==> src/triple_tap_confirm_sequencer_top_defines.svh <==
// Assertion macros shared by the triple-tap confirmation sequencer.
`ifndef TRIPLE_TAP_CONFIRM_SEQUENCER_TOP_DEFINES_SVH
`define TRIPLE_TAP_CONFIRM_SEQUENCER_TOP_DEFINES_SVH

// Same-cycle implication, checked on every rising edge outside reset.
`define TTC_ASSERT_NOW(label, ante, cons) \
  label: assert property (@(posedge clk) disable iff (!rst_n) (ante) |-> (cons)) \
    else $error("ttc assertion failed");

// Next-cycle implication, checked on every rising edge outside reset.
`define TTC_ASSERT_NEXT(label, ante, cons) \
  label: assert property (@(posedge clk) disable iff (!rst_n) (ante) |=> (cons)) \
    else $error("ttc assertion failed");

`endif

==> src/ttc_pkg.sv <==
// Types, codes and defaults shared by the triple-tap confirmation sequencer.
package ttc_pkg;

  localparam int TIME_WIDTH_DEF = 16;
  localparam int CFG_IDX_W      = 3;
  localparam int CFG_DATA_W     = 16;

  localparam logic [1:0] LED_NORMAL = 2'd0;
  localparam logic [1:0] LED_AMBER  = 2'd1;
  localparam logic [1:0] LED_DARK   = 2'd2;
  localparam logic [1:0] LED_RED    = 2'd3;

  localparam logic FUNC_TICK  = 1'b0;
  localparam logic FUNC_TOUCH = 1'b1;

  localparam logic [CFG_IDX_W-1:0] CFG_TAP_ZONE    = 3'd0;
  localparam logic [CFG_IDX_W-1:0] CFG_TAP_WINDOW  = 3'd1;
  localparam logic [CFG_IDX_W-1:0] CFG_CONFIRM_TO  = 3'd2;
  localparam logic [CFG_IDX_W-1:0] CFG_BLINK_PER   = 3'd3;
  localparam logic [CFG_IDX_W-1:0] CFG_TAPS_NEEDED = 3'd4;

  localparam logic [3:0]  RST_TAP_ZONE    = 4'd0;
  localparam logic [15:0] RST_TAP_WINDOW  = 16'd3000;
  localparam logic [15:0] RST_CONFIRM_TO  = 16'd5000;
  localparam logic [15:0] RST_BLINK_PER   = 16'd300;
  localparam logic [3:0]  RST_TAPS_NEEDED = 4'd3;

  typedef struct packed {
    logic       func;
    logic [3:0] zone;
  } in_t;

  typedef struct packed {
    logic [1:0] led_mode;
    logic       confirming;
    logic       reset_request;
    logic       cancelled;
  } out_t;

  typedef struct packed {
    logic [3:0]  touch_zone;
    logic [15:0] tap_window_ms;
    logic [15:0] countdown_ms;
    logic [15:0] flash_ms;
    logic [3:0]  taps_needed;
  } cfg_t;

endpackage

==> src/ttc_cfg_regs.sv <==
// Configuration register file of the triple-tap confirmation sequencer.
module ttc_cfg_regs
  import ttc_pkg::*;
(
  input  logic                  clk,
  input  logic                  rst_n,
  input  logic                  wr_en,
  input  logic [CFG_IDX_W-1:0]  wr_index,
  input  logic [CFG_DATA_W-1:0] wr_data,
  output cfg_t                  cfg
);

  cfg_t cfg_r;
  cfg_t cfg_nxt;

  always_comb begin
    cfg_nxt = cfg_r;
    if (wr_en) begin
      case (wr_index)
        CFG_TAP_ZONE:    cfg_nxt.touch_zone    = wr_data[3:0];
        CFG_TAP_WINDOW:  cfg_nxt.tap_window_ms = wr_data;
        CFG_CONFIRM_TO:  cfg_nxt.countdown_ms  = wr_data;
        CFG_BLINK_PER:   cfg_nxt.flash_ms      = wr_data;
        CFG_TAPS_NEEDED: cfg_nxt.taps_needed   = wr_data[3:0];
        default:         cfg_nxt = cfg_r;
      endcase
    end
  end

  always_ff @(posedge clk) begin
    if (!rst_n) begin
      cfg_r.touch_zone    <= RST_TAP_ZONE;
      cfg_r.tap_window_ms <= RST_TAP_WINDOW;
      cfg_r.countdown_ms  <= RST_CONFIRM_TO;
      cfg_r.flash_ms      <= RST_BLINK_PER;
      cfg_r.taps_needed   <= RST_TAPS_NEEDED;
    end else begin
      cfg_r <= cfg_nxt;
    end
  end

  assign cfg = cfg_r;

endmodule

==> src/ttc_core.sv <==
// Tap counting, countdown and blink state with the per-word update logic.
module ttc_core
  import ttc_pkg::*;
#(
  parameter int TIME_WIDTH = TIME_WIDTH_DEF
) (
  input  logic clk,
  input  logic rst_n,
  input  logic step,
  input  in_t  item,
  input  cfg_t cfg,
  output out_t res
);

  localparam int CMP_W = (TIME_WIDTH > CFG_DATA_W) ? TIME_WIDTH : CFG_DATA_W;

  logic [3:0]            tap_cnt_r, tap_cnt_nxt;
  logic [TIME_WIDTH-1:0] tap_el_r, tap_el_nxt;
  logic                  conf_r, conf_nxt;
  logic [TIME_WIDTH-1:0] conf_el_r, conf_el_nxt;
  logic [TIME_WIDTH-1:0] blink_el_r, blink_el_nxt;
  logic                  lit_r, lit_nxt;
  logic [1:0]            led_r, led_nxt;

  logic [TIME_WIDTH-1:0] tap_el_inc, conf_el_inc, blink_el_inc;
  logic [3:0]            tap_cnt_inc;
  logic                  timeout_hit, blink_hit, window_over, in_zone;
  logic                  req, canc;

  // Saturating increments of the elapsed counters.
  assign tap_el_inc   = (&tap_el_r)   ? tap_el_r   : tap_el_r + 1'b1;
  assign conf_el_inc  = (&conf_el_r)  ? conf_el_r  : conf_el_r + 1'b1;
  assign blink_el_inc = (&blink_el_r) ? blink_el_r : blink_el_r + 1'b1;
  assign tap_cnt_inc  = tap_cnt_r + 4'd1;

  assign timeout_hit = CMP_W'(conf_el_inc) >= CMP_W'(cfg.countdown_ms);
  assign blink_hit   = CMP_W'(blink_el_inc) >= CMP_W'(cfg.flash_ms);
  assign window_over = CMP_W'(tap_el_r) > CMP_W'(cfg.tap_window_ms);
  assign in_zone     = (item.zone == cfg.touch_zone);

  always_comb begin
    tap_cnt_nxt  = tap_cnt_r;
    tap_el_nxt   = tap_el_r;
    conf_nxt     = conf_r;
    conf_el_nxt  = conf_el_r;
    blink_el_nxt = blink_el_r;
    lit_nxt      = lit_r;
    led_nxt      = led_r;
    req          = 1'b0;
    canc         = 1'b0;
    if (item.func == FUNC_TICK) begin
      if (tap_cnt_r != 4'd0) begin
        tap_el_nxt = tap_el_inc;
      end
      if (conf_r) begin
        conf_el_nxt  = conf_el_inc;
        blink_el_nxt = blink_el_inc;
        if (timeout_hit) begin
          conf_nxt = 1'b0;
          req      = 1'b1;
          led_nxt  = LED_RED;
        end else if (blink_hit) begin
          blink_el_nxt = '0;
          lit_nxt      = !lit_r;
          led_nxt      = lit_r ? LED_DARK : LED_AMBER;
        end
      end
    end else if (in_zone) begin
      if (conf_r) begin
        conf_nxt = 1'b0;
        led_nxt  = LED_NORMAL;
        canc     = 1'b1;
      end else if (tap_cnt_r == 4'd0 || window_over) begin
        tap_cnt_nxt = 4'd1;
        tap_el_nxt  = '0;
      end else if (tap_cnt_inc >= cfg.taps_needed || tap_cnt_inc == 4'd0) begin
        tap_cnt_nxt  = 4'd0;
        tap_el_nxt   = '0;
        conf_nxt     = 1'b1;
        conf_el_nxt  = '0;
        blink_el_nxt = '0;
      end else begin
        tap_cnt_nxt = tap_cnt_inc;
      end
    end
  end

  always_ff @(posedge clk) begin
    if (!rst_n) begin
      tap_cnt_r  <= 4'd0;
      tap_el_r   <= '0;
      conf_r     <= 1'b0;
      conf_el_r  <= '0;
      blink_el_r <= '0;
      lit_r      <= 1'b0;
      led_r      <= LED_NORMAL;
    end else if (step) begin
      tap_cnt_r  <= tap_cnt_nxt;
      tap_el_r   <= tap_el_nxt;
      conf_r     <= conf_nxt;
      conf_el_r  <= conf_el_nxt;
      blink_el_r <= blink_el_nxt;
      lit_r      <= lit_nxt;
      led_r      <= led_nxt;
    end
  end

  assign res.led_mode      = led_nxt;
  assign res.confirming    = conf_nxt;
  assign res.reset_request = req;
  assign res.cancelled     = canc;

endmodule

==> src/triple_tap_confirm_sequencer_top.sv <==
// Top level of the triple-tap confirmation sequencer: channels, staging and checks.
//
//   channel | direction | handshake              | payload
//   --------+-----------+------------------------+-------------------------------
//   in_     | input     | in_valid / in_ready    | in_data  (func, zone)
//   out_    | output    | out_valid / out_ready  | out_data (led_mode, confirming,
//           |           |                        |   reset_request, cancelled)
//   cfg_    | input     | cfg_valid / cfg_ready  | cfg_index, cfg_data
//
// One word is accepted per clock cycle while the output is not stalled; its result
// word is offered after it passes the input register and then the result register.
// The state update for a word is a single pass of counter and compare logic in ttc_core.
// Reset is synchronous and active low; it clears the valid flags, the sequencer state
// and loads the default configuration. cfg_ready is always high.
// A stalled output holds its word; the input register keeps accepting as long as the
// held word is taken in the same cycle or the result register is empty.
`include "triple_tap_confirm_sequencer_top_defines.svh"

module triple_tap_confirm_sequencer_top
  import ttc_pkg::*;
#(
  parameter int TIME_WIDTH = TIME_WIDTH_DEF
) (
  input  logic                  clk,
  input  logic                  rst_n,
  input  logic                  in_valid,
  output logic                  in_ready,
  input  in_t                   in_data,
  output logic                  out_valid,
  input  logic                  out_ready,
  output out_t                  out_data,
  input  logic                  cfg_valid,
  output logic                  cfg_ready,
  input  logic [CFG_IDX_W-1:0]  cfg_index,
  input  logic [CFG_DATA_W-1:0] cfg_data
);

  cfg_t cfg;
  out_t res;

  // Input register: holds the word whose result is computed next.
  logic in_valid_r, in_valid_nxt;
  in_t  in_word_r;

  // Result register.
  logic out_valid_r, out_valid_nxt;
  out_t out_word_r;

  // The staged word moves on when the result register is free or being emptied.
  logic advance;

  assign cfg_ready = 1'b1;

  ttc_cfg_regs u_cfg (
    .clk      (clk),
    .rst_n    (rst_n),
    .wr_en    (cfg_valid),
    .wr_index (cfg_index),
    .wr_data  (cfg_data),
    .cfg      (cfg)
  );

  assign advance  = in_valid_r && (!out_valid_r || out_ready);
  assign in_ready = !in_valid_r || advance;

  ttc_core #(
    .TIME_WIDTH (TIME_WIDTH)
  ) u_core (
    .clk   (clk),
    .rst_n (rst_n),
    .step  (advance),
    .item  (in_word_r),
    .cfg   (cfg),
    .res   (res)
  );

  always_comb begin
    in_valid_nxt = in_valid_r;
    if (in_ready) begin
      in_valid_nxt = in_valid;
    end
    out_valid_nxt = out_valid_r;
    if (advance) begin
      out_valid_nxt = 1'b1;
    end else if (out_ready) begin
      out_valid_nxt = 1'b0;
    end
  end

  always_ff @(posedge clk) begin
    if (!rst_n) begin
      in_valid_r  <= 1'b0;
      out_valid_r <= 1'b0;
    end else begin
      in_valid_r  <= in_valid_nxt;
      out_valid_r <= out_valid_nxt;
    end
  end

  // Payload registers carry no reset; their valid flags qualify them.
  always_ff @(posedge clk) begin
    if (in_valid && in_ready) begin
      in_word_r <= in_data;
    end
    if (advance) begin
      out_word_r <= res;
    end
  end

  assign out_valid = out_valid_r;
  assign out_data  = out_word_r;

  // An expiry and a cancel come from different word kinds and never coincide.
  `TTC_ASSERT_NOW(a_req_canc_excl, out_valid, !(out_data.reset_request && out_data.cancelled))
  // An expiry ends the countdown and shows erase red.
  `TTC_ASSERT_NOW(a_req_red, out_valid && out_data.reset_request,
                  !out_data.confirming && out_data.led_mode == LED_RED)
  // A cancel ends the countdown and restores the normal LED.
  `TTC_ASSERT_NOW(a_canc_normal, out_valid && out_data.cancelled,
                  !out_data.confirming && out_data.led_mode == LED_NORMAL)
  // A staged word that advances always lands in the result register.
  `TTC_ASSERT_NEXT(a_advance_lands, advance, out_valid)

endmodule
==> config.mk <==
export PLATFORM = sky130hd
export DESIGN_NAME = triple_tap_confirm_sequencer_top
export DESIGN_NICKNAME = d
export VERILOG_FILES = /design/src/ttc_pkg.sv /design/src/ttc_cfg_regs.sv /design/src/ttc_core.sv /design/src/triple_tap_confirm_sequencer_top.sv
export VERILOG_INCLUDE_DIRS = /design/src /design/src/src
export SDC_FILE = /design/constraint.sdc
export NUM_CORES = 1
export LEC_CHECK = 0
export BUFFER_PORTS_ARGS = -buffer_cell sky130_fd_sc_hd__buf_2
export CAP_MARGIN = 20
export CORE_UTILIZATION = 56
export CTS_BUF_LIST = sky130_fd_sc_hd__clkbuf_16
export CTS_CLUSTER_SIZE = 12
export DETAILED_ROUTE_END_ITERATION = 12
export PLACE_DENSITY = 0.75
export SLEW_MARGIN = 20
export SYNTH_ARGS = -nofsm -noshare
export SYNTH_HDL_FRONTEND = slang
export SYNTH_SLANG_ARGS = --single-unit
==> constraint.sdc <==
create_clock -name clk -period 3.34 [get_ports clk]
set_input_delay 0.501 -clock clk [delete_from_list [all_inputs] [get_ports clk]]
set_output_delay 0.501 -clock clk [all_outputs]
set_load 0.01 [all_outputs]
# ---- Word-level counts from Yosys, hierarchy flattened
# Index checks and enable logic that the tools add are counted.
dict set report totals {
  latch_bits 0
  ff_bits 124
  romBits 0
  memories 0
  inputBits 29
  mem_bits_rw 0
}
dict set report op_classes {
  div 0
  n_reduce_logical 30
  magnitude_cmp 4
  shift 0
  addsub 4
  n_mux 38
  bitwise 3
  multipliers 0
  n_eq_ne 11
}
# operator n
set ops {}
lappend ops {{$mux W16} 18}
lappend ops {{$add A16 B1 Y16 const B} 3}
lappend ops {{$reduce_and A16 Y1} 3}
lappend ops {{$ge A16 B16 Y1} 2}
lappend ops {{$gt A16 B16 Y1} 1}
lappend ops {{$mux W2} 7}
lappend ops {{$reduce_and A2 Y1} 6}
lappend ops {{$reduce_and A6 Y1} 2}
lappend ops {{$mux W1} 11}
lappend ops {{$logic_not A4 Y1} 2}
lappend ops {{$mux W4} 2}
lappend ops {{$eq A3 B2 Y1 const B} 2}
lappend ops {{$ne A3 B2 Y1 const B} 2}
lappend ops {{$reduce_bool A2 Y1} 3}
lappend ops {{$reduce_and A5 Y1} 1}
lappend ops {{$add A4 B1 Y4 const B} 1}
lappend ops {{$eq A4 B4 Y1} 1}
lappend ops {{$ge A4 B4 Y1} 1}
lappend ops {{$logic_or A1 B1 Y1} 4}
lappend ops {{$ne A2 B2 Y1 const B} 2}
lappend ops {{$reduce_and A4 Y1} 1}
lappend ops {{$reduce_bool A4 Y1} 1}
lappend ops {{$eq A3 B1 Y1 const B} 1}
lappend ops {{$eq A3 B3 Y1 const B} 1}
lappend ops {{other kinds (7)} 12}

# ---- Logic depth before layout (Yosys ltp)
# Gate-level depths: netlist (run 1).
dict set report depth {
  depth_word 8
  ltp_mapped 18
  ltp_nobuf 15
}

# ---- Modules after synthesis
# From an unflattened synthesis (run 1), not the netlist that was laid out.
dict set report hier_totals {
  hier_cells 844
  area_unflattened_um2 7363.3
}
# module cells_each n_inst seq_area_each_um2 area_per_inst_um2
set modules_own_cells {}
lappend modules_own_cells {ttc_core 605 1 1121.1 4688.2}
lappend modules_own_cells {ttc_cfg_regs 218 1 1121.1 2259.7}
lappend modules_own_cells {triple_tap_confirm_sequencer_top 21 1 340.3 415.4}

# ---- Worst setup path after synthesis (run 1)
# Ideal clock, no wire load.
dict set report synth_timing {
  kind {register to register}
  from {register u_core.conf_el_r[0]}
  to {register u_core.blink_el_r[15]}
  t_arrival_ns 3.279
  setup_time_ns 0.117
  stages_incl_launch_ff 16
  period_less_slack_ns 3.396
  setup_slack_ns -0.056
  cell_sequence {dfxtp_1 ha_1 and3_1 nand4_1 o211ai_1 nor2_1 xor2_1 ha_1 a21o_1 a221oi_1 o21a_1 o21a_1 clkbuf_1 a21oi_2 buf_2 a22o_1}
}
dict set report synth_via {
  elab_chain_len 6
  elab_cells_between_ends 7
  classes_between {add/sub (1); order compare (1); mux (4); reduce/logical (1)}
}
# element line
set synth_rtl {}
lappend synth_rtl {{start: declaration} ttc_core.sv:20} ;# logic [TIME_WIDTH-1:0] conf_el_r, conf_el_nxt;
lappend synth_rtl {{start signal: assignment} ttc_core.sv:101} ;# conf_el_r <= conf_el_nxt;
lappend synth_rtl {{$add A16 B1 Y16 / $reduce_and A16 Y1 (equally long branches)} ttc_core.sv:32} ;# assign conf_el_inc = (&conf_el_r) ? conf_el_r : conf_el_r + 1'b1;
lappend synth_rtl {{$mux W16 (*)} ttc_core.sv:32}
lappend synth_rtl {{$ge A16 B16 Y1 (*)} ttc_core.sv:36} ;# assign timeout_hit = CMP_W'(conf_el_inc) >= CMP_W'(cfg.countdown_ms);
lappend synth_rtl {{$mux W16 (*)} ttc_core.sv:58} ;# if (timeout_hit) begin
lappend synth_rtl {{$mux W16 (*)} ttc_core.sv:55} ;# if (conf_r) begin
lappend synth_rtl {{$mux W16 (*)} ttc_core.sv:51} ;# if (item.func == FUNC_TICK) begin
lappend synth_rtl {{end signal: assignment} ttc_core.sv:102} ;# blink_el_r <= blink_el_nxt;
lappend synth_rtl {{end: declaration} ttc_core.sv:21} ;# logic [TIME_WIDTH-1:0] blink_el_r, blink_el_nxt;
# Mark *: on every way between the ends. The rest lies on a longest branch, timed or not. The select of a mux whose other input is x is not followed.
# A chain may end at the register's enable or synchronous reset.

# ---- Worst setup path in the final report (run 1)
dict set report layout_timing {
  from {register u_core.blink_el_r[7]}
  to {register u_core.blink_el_r[8]}
}
dict set report layout_via {
  elab_chain_len 7
  elab_cells_between_ends 8
  classes_between {add/sub (1); order compare (1); mux (5); reduce/logical (1)}
}
# element line
set layout_rtl {}
lappend layout_rtl {{$add A16 B1 Y16 / $reduce_and A16 Y1 (equally long branches)} ttc_core.sv:33} ;# assign blink_el_inc = (&blink_el_r) ? blink_el_r : blink_el_r + 1'b1;
lappend layout_rtl {{$mux W16 (*)} ttc_core.sv:33}
lappend layout_rtl {{$ge A16 B16 Y1} ttc_core.sv:37} ;# assign blink_hit = CMP_W'(blink_el_inc) >= CMP_W'(cfg.flash_ms);
lappend layout_rtl {{$mux W16} ttc_core.sv:62} ;# end else if (blink_hit) begin
lappend layout_rtl {{$mux W16 (*)} ttc_core.sv:58}
lappend layout_rtl {{$mux W16 (*)} ttc_core.sv:55}
lappend layout_rtl {{$mux W16 (*)} ttc_core.sv:51}
# Marks and branches as above.

==> results of run 1 <==
[layer usage]
metal | global-route usage | vias up | part of all wire
li1 | - | 3117 | -
met4 | 0.125 | 0 | 0.030
met5 | 0 | - | 0
met3 | 0.0632 | 52 | 0.058
met2 | 0.488 | 218 | 0.50
met1 | 0.346 | 3060 | 0.42
[what timing repair did]
action                                  in CTS  in global routing
resized for setup                            5                 37
cloned                                       0                  1
buffers inserted                             0                  5
endpoints found under the setup margin      21                 24
pin swaps                                    0                 15
hold buffers                                 0                  0
[cells by family (layout without fill, tap and decap cells)]
| kind of cell | count (synthesis) | count (layout) |
|---|---|---|
| flip-flops | 124 | 124 |
| AND/OR/NAND/NOR | 299 | 299 |
| other | 1 | 1 |
| buffers and inverters | 103 | 169 |
| XOR/XNOR | 27 | 27 |
| multiplexers | 12 | 12 |
| adder cells (fa/ha/maj) | 57 | 57 |
| AO/OA/AOI/OAI | 226 | 227 |
[power by group through the flow]
stage	Clock, uW	Sequential, uW	Combinational (uW)
3_3_place_gp	0	1570	161
4_1_cts	1740	1540	169
6_report	1720	1540	173
5_1_grt	1810	1540	190
2_1_floorplan	0	1570	103
3_5_place_dp	0	1570	168
[cell type report]
class	count	area share
Inverter	65	0.0301
Multi-Input combinational cell	623	0.503
Sequential cell	124	0.320
Clock buffer	17	0.0524
Timing Repair Buffer	73	0.0577
Clock inverter	14	0.0143
Tap cell	147	0.0227
[flip-flops by register name, indices dropped and copies added, names as in the netlist]
register           count
u_core.tap_cnt_r       4
in_valid_r             1
u_core.conf_el_r      16
out_data               5
u_cfg.cfg             56
u_core.blink_el_r     16
u_core.tap_el_r       16
u_core.led_r           2
in_word_r              5
u_core.lit_r           1
out_valid              1
u_core.conf_r          1
[worst paths after layout]
check / startpoint / end / slack [ns] / cells after the start
max: u_core.blink_el_r[7]$_SDFFE_PN0P_ / u_core.blink_el_r[8]$_SDFFE_PN0P_ / 0.04 / 15
min: in_data[1] / in_word_r[1]$_DFFE_PP_ / 0.25 / 1
max reg2reg: u_core.blink_el_r[7]$_SDFFE_PN0P_ / u_core.blink_el_r[8]$_SDFFE_PN0P_ / 0.04 / 15
min reg2reg: u_cfg.cfg[25]$_SDFFE_PN0P_ / u_cfg.cfg[25]$_SDFFE_PN0P_ / 0.45 / 2
[stage by stage]
step	total power [uW]	TNS [ns]	worst slack [ns]	utilization	area, um^2
CTS	3450	0	0.0400	0.659	7920
floorplan	1670	0	0.0500	-	6920
finish	3430	0	0.0376	0.676	8120
global route	3540	-0.583	-0.0748	0.676	8120
detailed placement	1740	-0.265	-0.0766	0.613	7360
global placement	1730	0	0.0422	0.613	7360
[worst max-delay path, delay by kind of cell, from the launching register on]
kind	cells	cell delay [ns]
AO/OA/AOI/OAI	5	0.96
XOR/XNOR	1	0.13
adder cells (fa/ha/maj)	1	0.26
buffers and inverters	1	0.18
flip-flops	1	0.38
AND/OR/NAND/NOR	7	1.32
[cell usage in the layout (no fill, tap or decap), types with 12 or more instances in the layout]
master     count
inv_1         68
dfxtp_1      106
nor2_1        53
xor2_1        12
xnor2_1       13
buf_4         36
a21oi_1       78
buf_2         35
nand3_1       27
nand2_1      140
clkbuf_16     17
ha_1          55
o211ai_1      20
nand4_1       15
o21ai_0       34
==> reports/metrics.yaml, run 1 <==
status: "complete, no violations"
cp.required_ns: 3.68
worst_slew_margin_rel: 0.421
fin_worst_skew_ns: 0.00534
start_util: 0.575
cp_max_fo: 13
switching_share: 0.229
synth_edf_count: 10
core_area_mm2: 0.0120
grt_pass1_vias: 6101
path_cells: "nand4_1 -> nor3_4 -> nand3_4 -> and3_4 -> nand2_2 -> xnor2_2 -> ha_1 -> o21a_1 -> nor3_2 -> nor4_4 -> a211o_4 -> a21oi_2 -> buf_6 -> a21oi_1 -> a31oi_1"
setup_viol: 0
p_seq_frac: 0.448
synthCells: 849
drcViolationCount: 0
synth_compound_area_frac: 0.215
p_switching_uw: 787
seq_area_frac_synth: 0.374
h-tree-depth: 4
num_rows: 40
max_stage_delay_ns: 0.39
drive_above_1_share: 0.166
p_leak_uw: 0.00337
dp.cells: 1026
clock-sinks: 124
routedWlPerCell_um: 17.4
drtAntennaViolNets: 0
antenna_cells: 0
grt_usage: 0.286
dieArea_mm2: 0.0128
cts_made_buffers: 17
clockBufferDepth: 2
async_flop_share: 0
hold_violations: 0
synth-simple-area-share: 0.196
ys_ff_latch: 124
die-height_um: 113
start_kind: "flop"
fin_hold_ws_ns: 0.253
worst_pin_slew_ns: 0.862
pin_count: 37
fin_crit_ns: 3.30
min_path_type: "in2reg"
clockRootBuffer: "clkbuf_16"
synthesis.area_mm2: 0.00691
avgSynthCellArea_um2: 8.14
fin_cells: 1063
synth_nets: 935
critPathKind: "reg2reg"
pwr-share-clk: 0.502
maxCapViolations: 0
slowest_stage: "a211o_4"
yosys-top-cells-count: "nand2_1, dfxtp_1, a21oi_1, inv_1, ha_1"
grt_start_max_net_pins: 68
cts_tree: "done"
comb_power_share: 0.050
slew_viol_final: 0
synth_area_leaders: "dfxtp_1, ha_1, nand2_1, a21oi_1, edfxtp_1"
max_freq_mhz: 303
p_int_uw: 2650
drt-pass1-iter-count: 5
drt_iter0_drc: 487
place_congestion: 0.899
routed_wl_um: 18400
port_buffers: 35
arrival_ns: 3.65
synth_top_family_by_area: "compound AO/OA/AOI/OAI gates"
antenna_found_initial: 0
end_kind: "flop"
synth_xor_area_frac: 0.0342
synthDistinctLibCells: 63
muxShareOfSynthArea: 0.0183
multi_input_area_mm2: 0.00408
vias: 6447
layout.nets: 990
fill_cells: 983
syn2layout_area_growth_pct: 17.4
via_per_inst: 6.06
finalCritPeriodShare: 0.989
synthFlopType: "dfxtp_1"
chipWidth_um: 113
synth_area_leader_cell: "dfxtp_1"
grt_pass1_wl_um: 28800
power_density_mw_per_mm2: 423
max-vdd-ir-drop_uv: 319
dp_hpwl_um: 12900
worstSkewPairLatency_ns: 0.42
ys_warn_count: 0
yosys.cell_count.top_type: "nand2_1"
grt.overflow.total: 0
synth_top_area_share: 0.330
regArea_mm2: 0.00259
cts.clk_slew.worst_paths_ns: 0.05
synthAdderAreaFrac: 0.103
(Power assumes the default switching activity.)
==> run 2, diff against run 1 <==
==> constraint.sdc (replaced) <==
create_clock -name clk -period 2.9 [get_ports clk]
set_input_delay 0.435 -clock clk [delete_from_list [all_inputs] [get_ports clk]]
set_output_delay 0.435 -clock clk [all_outputs]
set_load 0.01 [all_outputs]
==> reports/metrics.yaml, run 2 (synthesis gave the netlist of run 1 again) <==
antenna_cells: 0
dieArea_mm2: 0.0128
cp.depth: 14
crit_end: "u_core.blink_el_r[3]$_SDFFE_PN0P_"
setup_viol: 24
worstSkewPairLatency_ns: 0.43
r2r_slack_ns: -0.39
p_leak_uw: 0.00382
syn2layout_area_growth_pct: 29.4
vias: 6903
status: "complete, but fails checks"
reg2reg_to: "u_core.blink_el_r[3]$_SDFFE_PN0P_"
slowest_stage: "a211o_4"
p_int_uw: 3310
cts_tree: "done"
pin_count: 37
routedWlPerCell_um: 18.1
fin_cells: 1130
port_buffers: 35
grt_pass1_vias: 6696
antenna_found_initial: 0
setup_slack_ns: -0.394
h-tree-depth: 4
drcViolationCount: 0
path_cells: "nand4_1 -> nor3_4 -> nand3_4 -> and3_4 -> nand2_4 -> xnor2_2 -> ha_1 -> o21a_1 -> nor3_4 -> nor4_4 -> a211o_4 -> a21o_1 -> or3_1 -> o21ai_1"
max_freq_mhz: 304
via_per_inst: 6.11
grt_start_max_net_pins: 68
fin_crit_ns: 3.29
finalCritPeriodShare: 1.14
tns_ns: -7.24
switching_share: 0.228
post_dp_cell_area_mm2: 0.00782
startpoint: "u_core.blink_el_r[7]$_SDFFE_PN0P_"
reg2reg_from: "u_core.blink_el_r[7]$_SDFFE_PN0P_"
routed_wl_um: 20400
worst_slew_margin_rel: 0.408
final_area_mm2: 0.00894
multi_input_area_mm2: 0.00428
maxCapViolations: 0
power_density_mw_per_mm2: 480
regArea_mm2: 0.00259
fill_cells: 805
drt-pass1-iter-count: 4
cp_max_fo: 7
worst_path_most_repeated_cell: "nor3_4"
layout_common_cells: "nand2_1, dfxtp_1, buf_4, a21oi_1, inv_1"
place_congestion: 0.955
cp.required_ns: 3.26
p_switching_uw: 979
core_area_mm2: 0.0120
start_kind: "flop"
cp_num_buf_inv: 0
critPathKind: "reg2reg"
min_path_type: "in2reg"
largest_register_ffs: 56
worst_pin_slew_ns: 0.886
final_common_cell: "nand2_1"
drive_above_1_share: 0.256
drt_iter0_drc: 480
grt_usage: 0.323
slew_viol_final: 0
crit_family: "simple AND/OR/NAND/NOR gates"
end_kind: "flop"
cts.clk_slew.worst_paths_ns: 0.06
pwr-share-clk: 0.536
grt.overflow.total: 0
hold_violations: 0
cts_made_buffers: 17
clockRootBuffer: "clkbuf_16"
arrival_ns: 3.66
start_util: 0.575
ff2ff_path_depth: 14
clock-sinks: 124
die-height_um: 113
comb_power_share: 0.051
fin_worst_skew_ns: 0.00560
pre_cts_slack_ns: -0.619
max-vdd-ir-drop_uv: 404
rsz0062_at_grt: "true"
chipWidth_um: 113
drtAntennaViolNets: 0
layout.nets: 1056
num_rows: 40
grt_pass1_wl_um: 32100
p_seq_frac: 0.413
clockBufferDepth: 2
max_stage_delay_ns: 0.40
dp.cells: 1075
dp_hpwl_um: 13400
violations: "setup timing"
[run 2: changes by cell type in the layout (fill, tap and decap cells not counted), sizes merged]
| cell | before | now |
|---|---|---|
| inv | 69 | 66 |
| clkinvlp | 2 | 3 |
| buf | 73 | 139 |
| bufinv | 2 | 4 |
| clkbuf | 17 | 18 |
[run 2: cell type report]
type | count | area share
inverters | 65 | 0.0273
repair buffers | 139 | 0.111
multi-input cells | 623 | 0.479
clock inverters | 14 | 0.0217
flip-flops and latches | 124 | 0.290
clock buffers | 18 | 0.0504
well taps | 147 | 0.0206
[run 2: layer usage]
| metal | wire, um | share of wire | vias to the layer above | GRT usage |
|---|---|---|---|---|
| li1 | - | - | 3249 | - |
| met5 | 0 | 0 | - | 0 |
| met1 | 8080 | 0.40 | 3237 | 0.378 |
| met2 | 9860 | 0.48 | 324 | 0.544 |
| met3 | 1410 | 0.069 | 93 | 0.0643 |
| met4 | 1060 | 0.052 | 0 | 0.203 |
[run 2: worst min path at each step]
stage                                           start                                 to  slack [ns]  cells after the start
finish                                     in_data[4]             in_word_r[4]$_DFFE_PP_        0.18                      1
global route                               in_data[3]             in_word_r[3]$_DFFE_PP_        0.17                      1
CTS                                        in_data[4]             in_word_r[4]$_DFFE_PP_        0.17                      1
detailed placement         u_cfg.cfg[13]$_SDFFE_PN0P_         u_cfg.cfg[13]$_SDFFE_PN0P_        0.45                      2
global placement           u_cfg.cfg[13]$_SDFFE_PN0P_         u_cfg.cfg[13]$_SDFFE_PN0P_        0.44                      2
floorplan           u_core.blink_el_r[0]$_SDFFE_PN0P_  u_core.blink_el_r[0]$_SDFFE_PN0P_        0.43                      1
[run 2: worst reg2reg max path, stage by stage, from the launching register on]
cell	delay, ns
dfxtp_1	0.33
nand4_1	0.18
nor3_4	0.27
nand3_4	0.18
and3_4	0.25
nand2_4	0.06
xnor2_2	0.13
ha_1	0.29
o21a_1	0.23
nor3_4	0.20
nor4_4	0.10
a211o_4	0.40
a21o_1	0.19
or3_1	0.32
o21ai_1	0.09
[run 2: what timing repair did]
action / 4_1_cts / 5_1_grt
resized for setup: 41 / 27
setup buffers: 14 / 8
hold buffers: 0 / 0
pin swaps: 33 / 34
endpoints found under the setup margin: 24 / 24
gates cloned: 1 / 0
[run 2: metrics by stage]
stage	power, uW	hold slack [ns]	util
2_1_floorplan	1930	0.434	-
3_3_place_gp	2000	0.445	0.651
3_5_place_dp	2010	0.447	0.651
4_1_cts	4300	0.173	0.730
5_1_grt	4410	0.171	0.745
6_report	4290	0.178	0.745
[run 2: power by group through the flow]
stage          Sequential, uW  Clock [uW]  Combinational [uW]
2_1_floorplan            1800           0                 120
3_3_place_gp             1810           0                 192
3_5_place_dp             1810           0                 202
4_1_cts                  1770        2320                 208
5_1_grt                  1770        2400                 236
6_report                 1770        2300                 219
==> run 3, diff against run 2 <==
--- a/config.mk
+++ b/config.mk
@@ -12,7 +12,7 @@
 export CTS_BUF_LIST = sky130_fd_sc_hd__clkbuf_16
 export CTS_CLUSTER_SIZE = 12
 export DETAILED_ROUTE_END_ITERATION = 12
-export PLACE_DENSITY = 0.75
+export PLACE_DENSITY_LB_ADDON = 0.1
 export SLEW_MARGIN = 20
 export SYNTH_ARGS = -nofsm -noshare
 export SYNTH_HDL_FRONTEND = slang
==> reports/metrics.yaml, run 3 (synthesis gave the netlist of run 1 again) <==
drcViolationCount: 0
grt_pass1_vias: 6688
crit_family: "simple AND/OR/NAND/NOR gates"
ff2ff_path_depth: 15
clockRootBuffer: "clkbuf_16"
dieArea_mm2: 0.0128
syn2layout_area_growth_pct: 26.5
r2r_slack_ns: -0.31
maxCapViolations: 0
hold_violations: 0
cp_max_fo: 13
grt_pass1_wl_um: 32100
hp-start: "in_data[4]"
max_stage_delay_ns: 0.35
rsz0062_at_grt: "true"
hold_buffers: 0
slowest_stage: "dfxtp_4"
cp.required_ns: 3.21
reg2reg_to: "u_core.blink_el_r[2]$_SDFFE_PN0P_"
path_cells: "ha_4 -> and3_4 -> and4_1 -> nand2b_4 -> nand4_1 -> xnor2_2 -> ha_1 -> and3_4 -> a221oi_2 -> o21a_1 -> o21a_1 -> buf_6 -> a21oi_4 -> buf_12 -> a22o_1"
place_congestion: 0.884
via_per_inst: 5.98
drt_iter0_drc: 518
worstSkewPairLatency_ns: 0.43
cts.clk_slew.worst_paths_ns: 0.06
min_path_cells: 1
drive_above_1_share: 0.239
max_freq_mhz: 312
grt_usage: 0.321
fin_cells: 1123
antenna_cells: 0
routedWlPerCell_um: 17.6
start_kind: "flop"
p_leak_uw: 0.00373
core_area_mm2: 0.0120
cts_tree: "done"
grt_start_max_net_pins: 68
die-height_um: 113
end_kind: "flop"
routed_wl_um: 19700
fin_worst_skew_ns: 0.00849
largest_register_ffs: 56
drt-pass1-iter-count: 6
holdPathEnd: "in_word_r[4]$_DFFE_PP_"
violations: "setup timing"
reg2reg_from: "u_core.conf_el_r[0]$_SDFFE_PN0P_"
min_path_type: "in2reg"
slew_viol_final: 0
vias: 6720
num_rows: 40
dp_hpwl_um: 13600
final_common_cell: "nand2_1"
dp.cells: 1077
clock-sinks: 124
cp_num_buf_inv: 2
start_util: 0.575
status: "complete, but fails checks"
layout.nets: 1049
grt.overflow.total: 0
cts_made_buffers: 17
setup_slack_ns: -0.307
critPathKind: "reg2reg"
drtAntennaViolNets: 0
setup_viol: 24
power.total_uw: 4080
layout_common_cells: "nand2_1, dfxtp_1, buf_4, a21oi_1, inv_1"
finalCritPeriodShare: 1.11
worst_slew_margin_rel: 0.482
antenna_found_initial: 0
pin_count: 37
chipWidth_um: 113
h-tree-depth: 4
port_buffers: 35
worst_pin_slew_ns: 0.778
power_density_mw_per_mm2: 466
fin_crit_ns: 3.21
clockBufferDepth: 2
max-vdd-ir-drop_uv: 386
arrival_ns: 3.52
## run 3: cell count changes in the layout (fill, tap and decap cells not counted), sizes merged
| cell | before | now |
|---|---|---|
| clkinvlp | 3 | 2 |
| bufinv | 4 | 2 |
| inv | 66 | 68 |
| buf | 139 | 131 |
| clkinv | 6 | 7 |
| nand3 | 30 | 31 |
## run 3: final cells by class
class / instances / area (um^2)
clock buffer: 18 / 450
clock inverter: 14 / 128
fill: 949 / 3270
inverter: 65 / 244
multi-input combinational: 624 / 4230
sequential: 124 / 2600
tap: 147 / 184
timing repair buffer: 131 / 916
## run 3: worst max path at each step
stage,from,endpoint,slack [ns],cells after the start
finish,u_core.conf_el_r[0]$_SDFFE_PN0P_,u_core.blink_el_r[2]$_SDFFE_PN0P_,-0.31,15
global route,u_core.conf_el_r[1]$_SDFFE_PN0P_,u_core.blink_el_r[2]$_SDFFE_PN0P_,-0.44,15
CTS,u_core.conf_el_r[1]$_SDFFE_PN0P_,u_core.blink_el_r[8]$_SDFFE_PN0P_,-0.23,16
detailed placement,u_core.blink_el_r[1]$_SDFFE_PN0P_,u_core.blink_el_r[8]$_SDFFE_PN0P_,-0.50,15
global placement,u_core.blink_el_r[1]$_SDFFE_PN0P_,u_core.blink_el_r[8]$_SDFFE_PN0P_,-0.37,15
floorplan,u_core.blink_el_r[4]$_SDFFE_PN0P_,u_core.blink_el_r[4]$_SDFFE_PN0P_,-0.16,16
## run 3: per-stage QoR
stage / worst slack, ns / hold WS (ns) / utilization / instance area (um^2) / TNS [ns]
after floorplan: -0.159 / 0.434 / - / 7050 / -2.53
after global placement: -0.372 / 0.444 / 0.652 / 7830 / -6.91
after detailed placement: -0.498 / 0.446 / 0.652 / 7830 / -8.99
after CTS: -0.232 / 0.174 / 0.721 / 8670 / -4.66
after global routing: -0.437 / 0.172 / 0.728 / 8750 / -9.42
final: -0.307 / 0.181 / 0.728 / 8750 / -5.97
## run 3: per-layer routing
metal,vias up,GRT usage,wire [um]
li1,3239,-,-
met4,0,0.132,507
met2,239,0.578,10100
met3,54,0.0616,1040
met1,3188,0.373,8070
met5,-,0,0
## run 3: power breakdown
group          leakage, uW  switching (uW)  internal (uW)
Combinational      0.00242             141           71.5
Clock             0.000288             799           1300
Sequential         0.00102            14.1           1760
Total              0.00373             954           3120
## run 3: what timing repair did
action,CTS,global route
gates resized for setup,29,19
endpoints found under the setup margin,24,30
cloned,2,0
setup buffers,11,1
endpoints found under the hold margin,0,0
pin swaps,18,7
